### config.mk
export PLATFORM = sky130hd
export DESIGN_NAME = gbs_cell
export DESIGN_NICKNAME = d
export VERILOG_FILES = /design/src/hw/rtl/gbs_pkg.sv /design/src/hw/rtl/gbs_cell.sv
export SDC_FILE = /design/constraint.sdc
export NUM_CORES = 2
export LEC_CHECK = 0
export BUFFER_PORTS_ARGS = -buffer_cell sky130_fd_sc_hd__buf_2
export CELL_PAD_IN_SITES_DETAIL_PLACEMENT = 1
export CELL_PAD_IN_SITES_GLOBAL_PLACEMENT = 2
export CORE_MARGIN = 10
export CORE_UTILIZATION = 37
export CTS_BUF_LIST = sky130_fd_sc_hd__clkbuf_4 sky130_fd_sc_hd__clkbuf_8
export DETAILED_ROUTE_END_ITERATION = 8
export HOLD_SLACK_MARGIN = 0.12
export PLACE_DENSITY = 0.85
export SLEW_MARGIN = 20
export SYNTH_ARGS = -nofsm -noshare
export SYNTH_HDL_FRONTEND = slang
export SYNTH_SLANG_ARGS = --single-unit
### constraint.sdc
create_clock -name clk_i -period 6 [get_ports clk_i]
set_input_delay 1.2 -clock clk_i [delete_from_list [all_inputs] [get_ports clk_i]]
set_output_delay 1.2 -clock clk_i [all_outputs]
set_load 0.005 [all_outputs]
### src/hw/rtl/gbs_pkg.sv
package gbs_pkg;

  // Field widths
  localparam int CoordW = 16;
  localparam int SideW  = CoordW + 1;
  localparam int AreaW  = 2 * SideW;
  localparam int AsumW  = AreaW + 1;
  localparam int ThrW   = 9;
  localparam int SlotW  = 6;
  localparam int ProdW  = ThrW + AsumW;

  // One pixel in Q12.4, the +1 of the side length convention
  localparam logic signed [SideW:0] PixelOne = 18'sd16;

  // Threshold after reset: 0.5 in Q1.8
  localparam logic [ThrW-1:0] ThrReset = 9'd128;

  // Box corners plus its area
  typedef struct packed {
    logic signed [CoordW-1:0] left;
    logic signed [CoordW-1:0] top;
    logic signed [CoordW-1:0] right;
    logic signed [CoordW-1:0] bottom;
    logic [AreaW-1:0]         area;
  } gbs_entry_t;

  // Candidate box travelling down the cell chain
  typedef struct packed {
    logic       valid;
    gbs_entry_t box;
  } gbs_probe_t;

  // Running suppression result leaving a cell
  typedef struct packed {
    logic valid;
    logic hit;
  } gbs_verdict_t;

  typedef enum logic [1:0] {
    ST_IDLE,
    ST_AREA,
    ST_RUN,
    ST_DONE
  } gbs_state_e;

  // Side length with the +1 pixel convention, clamped at zero
  function automatic logic [SideW-1:0] side_len(input logic signed [CoordW-1:0] lo,
                                                input logic signed [CoordW-1:0] hi);
    logic signed [SideW:0] d;
    d = (SideW+1)'(hi) - (SideW+1)'(lo) + PixelOne;
    return (d > 0) ? d[SideW-1:0] : '0;
  endfunction

endpackage

### src/hw/rtl/gbs_cell.sv
module gbs_cell
  import gbs_pkg::*;
(
  input  logic             clk_i,
  input  logic             rst_ni,
  input  logic [ThrW-1:0]  thr_i,
  input  logic             occ_i,
  input  logic             we_i,
  input  gbs_entry_t       wdata_i,
  input  gbs_probe_t       probe_i,
  input  logic             hit_i,
  output gbs_probe_t       probe_o,
  output gbs_verdict_t     verdict_o
);

  // Kept box held by this cell
  gbs_entry_t entry_q;

  always_ff @(posedge clk_i) begin
    if (we_i) begin
      entry_q <= wdata_i;
    end
  end

  // Hand the candidate on to the next cell
  logic       fwd_v_q;
  gbs_entry_t fwd_box_q;

  always_ff @(posedge clk_i or negedge rst_ni) begin
    if (!rst_ni) begin
      fwd_v_q <= 1'b0;
    end else begin
      fwd_v_q <= probe_i.valid;
    end
  end

  always_ff @(posedge clk_i) begin
    fwd_box_q <= probe_i.box;
  end

  assign probe_o.valid = fwd_v_q;
  assign probe_o.box   = fwd_box_q;

  // Stage 1: intersection sides and area sum
  logic signed [CoordW-1:0] x_lo, x_hi, y_lo, y_hi;
  logic [SideW-1:0]         iw_d, ih_d;
  logic [AsumW-1:0]         asum_d;

  always_comb begin
    x_lo   = (probe_i.box.left   > entry_q.left)   ? probe_i.box.left   : entry_q.left;
    x_hi   = (probe_i.box.right  < entry_q.right)  ? probe_i.box.right  : entry_q.right;
    y_lo   = (probe_i.box.top    > entry_q.top)    ? probe_i.box.top    : entry_q.top;
    y_hi   = (probe_i.box.bottom < entry_q.bottom) ? probe_i.box.bottom : entry_q.bottom;
    iw_d   = side_len(x_lo, x_hi);
    ih_d   = side_len(y_lo, y_hi);
    asum_d = AsumW'(probe_i.box.area) + AsumW'(entry_q.area);
  end

  logic             s1_v_q, s2_v_q, s3_v_q;
  logic             s1_occ_q, s2_occ_q, s3_occ_q;
  logic [SideW-1:0] s1_iw_q, s1_ih_q;
  logic [AsumW-1:0] s1_asum_q, s2_asum_q;
  logic [AreaW-1:0] s2_inter_q, s3_inter_q;
  logic [AsumW-1:0] s3_uni_q;
  gbs_verdict_t     verdict_q;
  logic             hit_d;

  // Stage 4 compare: inter * 256 >= thr * union, folded into the running hit
  assign hit_d = hit_i | (s3_occ_q &&
                 (ProdW'({s3_inter_q, 8'd0}) >= ProdW'(thr_i) * ProdW'(s3_uni_q)));

  always_ff @(posedge clk_i or negedge rst_ni) begin
    if (!rst_ni) begin
      s1_v_q    <= 1'b0;
      s2_v_q    <= 1'b0;
      s3_v_q    <= 1'b0;
      verdict_q <= '0;
    end else begin
      s1_v_q          <= probe_i.valid;
      s2_v_q          <= s1_v_q;
      s3_v_q          <= s2_v_q;
      verdict_q.valid <= s3_v_q;
      verdict_q.hit   <= hit_d;
    end
  end

  // Datapath stages
  always_ff @(posedge clk_i) begin
    s1_occ_q   <= occ_i;
    s1_iw_q    <= iw_d;
    s1_ih_q    <= ih_d;
    s1_asum_q  <= asum_d;
    s2_occ_q   <= s1_occ_q;
    s2_inter_q <= AreaW'(s1_iw_q) * AreaW'(s1_ih_q);
    s2_asum_q  <= s1_asum_q;
    s3_occ_q   <= s2_occ_q;
    s3_inter_q <= s2_inter_q;
    s3_uni_q   <= s2_asum_q - AsumW'(s2_inter_q);
  end

  assign verdict_o = verdict_q;

endmodule

==> metrics.cfg <==
[status]
status = complete, but fails checks
violations = setup timing

[drt]
remaining_drc_errors = 0
vias_per_cell = 4.94
dr.pass1.iters = 5
wirelength_mm = 105
drtIter0Drc = 1011
ant_nets = 0
via_count = 28800
routedWlPerCell_um = 18.0

[timing]
skew_ps = 59.0
setup-tns-final_ps = -1210
worst_slew_pin_slew_ps = 860
setup_viol = 4
hold_ws_ps = 309
setup_ws_ps = -966
slew_violations = 0
finalCritPeriodShare_pct = 116
slew-limit-headroom_pct = 42.7
rsz0062_at_grt = true
fin_crit_ps = 6970
hold_violations = 0
fmax_mhz = 144

[yosys]
yosysTopAreaCellShare_pct = 24.9
syn_area_per_cell_um2 = 9.76
ys.flop_type = dfxtp_1
synthDistinctLibCells = 83
seq_area_frac_synth_pct = 25.0
synth_nets = 4856
syn_area_um2 = 36900
yosys_warnings = 0
synthCells = 3785
synth_area_leaders = fa_1, dfxtp_1, ha_1
ys_seq_elements = 411
async_reset_ff_share_pct = 1.22
synth_top_area_cell = fa_1
synth-edff-count = 98
synth_most_common_cell = inv_1
ys_top_cells_by_count = inv_1, fa_1, nand2_1

[clock_tree]
hold_buffers = 0
clock_latency_ps = 720
cts_root_buffer = clkbuf_8
path_clk_slew_ps = 60
cts_max_level = 3
clockBufferDepth = 3
clock_sinks = 411
cts_tree = done
cts_buffers = 78

[layout]
nNetsFinal = 5553
multi_input_area_um2 = 25800
final_cell_area_um2 = 45800
regArea_um2 = 9300
nFillCells = 11400
drive_gt1_share_pct = 23.5
area_growth_pct = 24.1

[critical_path]
arrival_ps = 7590
critPathMaxStageDelay_ps = 570
critPathKind = in2reg
cpMostUsedCell = fa_1
crit_path_max_fanout = 11
crit_path_top_delay_cell = fa_1
crit_path_start_kind = primary input
critPathCaptureType = flop
cp.required_ps = 6620

[placed_design]
dp_hpwl_mm = 88.6
gp_congestion = 0.874
dp_slack_ps = -2030
port_buffers = 311
place_area_um2 = 43000

[min_path]
worstHoldPathType = reg2reg

[global_route]
grt_pass1_vias = 32400
overflow = 0
grt_pass1_wl_mm = 171
grt_usage_pct = 18.7
antenna_found_initial = 8
grt_max_degree = 58

[die]
core_um2 = 98700
core.rowCount = 115
die_w_um = 336
io-pin-count = 312
fp.dieArea_um2 = 113000
initial_core_util_pct = 37.4
dieHeight_um = 336

[job]
drv_cap = 0

-- cell families (layout without fill, tap and decap cells) --
group           Yosys count  in the layout  synth area share, %
flops                   411            411                 25.0
mux                      52             52                 1.44
other cells               0              2                    0
compound gates          592            592                 10.9
xor+xnor                144            144                 3.41
fa+ha+maj               860            860                 38.5
buf+inv                 708           1468                 7.26
simple gates           1018           1018                 13.5
-- sequential cells by signal, summed over array words and instances, names as in the netlist --
register and flops:
entry_q 98, probe_o 98, s1_asum_q 35, s1_ih_q 17, s1_iw_q 17, s1_occ_q 1, s1_v_q 1, s2_asum_q 35
s2_inter_q 34, s2_occ_q 1, s2_v_q 1, s3_inter_q 34, s3_occ_q 1, s3_uni_q 35, s3_v_q 1, verdict_o 2
-- cell type report --
cell class / count / area share [%]
antenna: 2 / 0.0109
clock buffer: 116 / 3.22
clock inverter: 27 / 0.650
inverter: 588 / 4.82
multi-input combinational: 2666 / 56.2
sequential: 411 / 20.3
tap: 1287 / 3.51
timing repair buffer: 737 / 11.3
-- final timing paths --
kind | startpoint | to | slack [ps] | cells after the start
hold / removal | s1_asum_q[14] | s2_asum_q[14] | 310 | 0
max in group asynchronous | rst_ni | s1_v_q | 5540 | 1
setup reg to reg | s3_uni_q[10] | verdict_o[0] | -870 | 30
min in group asynchronous | rst_ni | s3_v_q | 320 | 1
hold reg to reg | s1_asum_q[14] | s2_asum_q[14] | 310 | 0
setup / recovery | thr_i[3] | verdict_o[0] | -970 | 29
-- repair_timing --
action	CTS	global route
endpoints found under the setup margin	10	21
cloned	0	1
setup buffers	14	26
gates resized for setup	109	107
pin swaps	46	128
-- placed cells by master, fill, tap and decap left out, drive strengths merged, types with 11 or more instances in the layout --
cell,instances
dfxtp,308
ha,400
a211oi,33
o21a,22
nor2,134
a21oi,164
clkbuf,116
and3,16
and2,278
nand2b,28
xor2,60
xnor2,84
nand2,415
o21bai,23
a221oi,22
a221o,29
nand4,17
a21o,94
edfxtp,98
nor2b,30
clkinv,15
fa,460
nand3,35
nor3,26
a31oi,20
o211ai,11
mux2i,44
o21ai,89
a22oi,16
inv,592
buf,737
-- per-stage QoR --
step / cells / util [%]
finish: 5834 / 46.4
global route: 5834 / 46.4
CTS: 5808 / 45.8
detailed placement: 5651 / 43.5
global placement: 5651 / 43.5
floorplan: 3785 / -
-- critical path, delay by kind of cell --
kind / cells / cell delay, ps
simple gates: 4 / 480
fa+ha+maj: 6 / 2630
buf+inv: 3 / 410
xor+xnor: 1 / 90
compound gates: 15 / 2760
-- metal layers --
| layer | GRT usage, % | part of all wire, % |
|---|---|---|
| met1 | 22.9 | 43 |
| met2 | 33.0 | 50 |
| met3 | 3.73 | 4.4 |
| met4 | 5.26 | 2.6 |
| met5 | 0 | 0.081 |
Power is left out: the tool's default activity adds up to more than one toggle a clock period on the data nets, which glitch-free logic cannot reach.
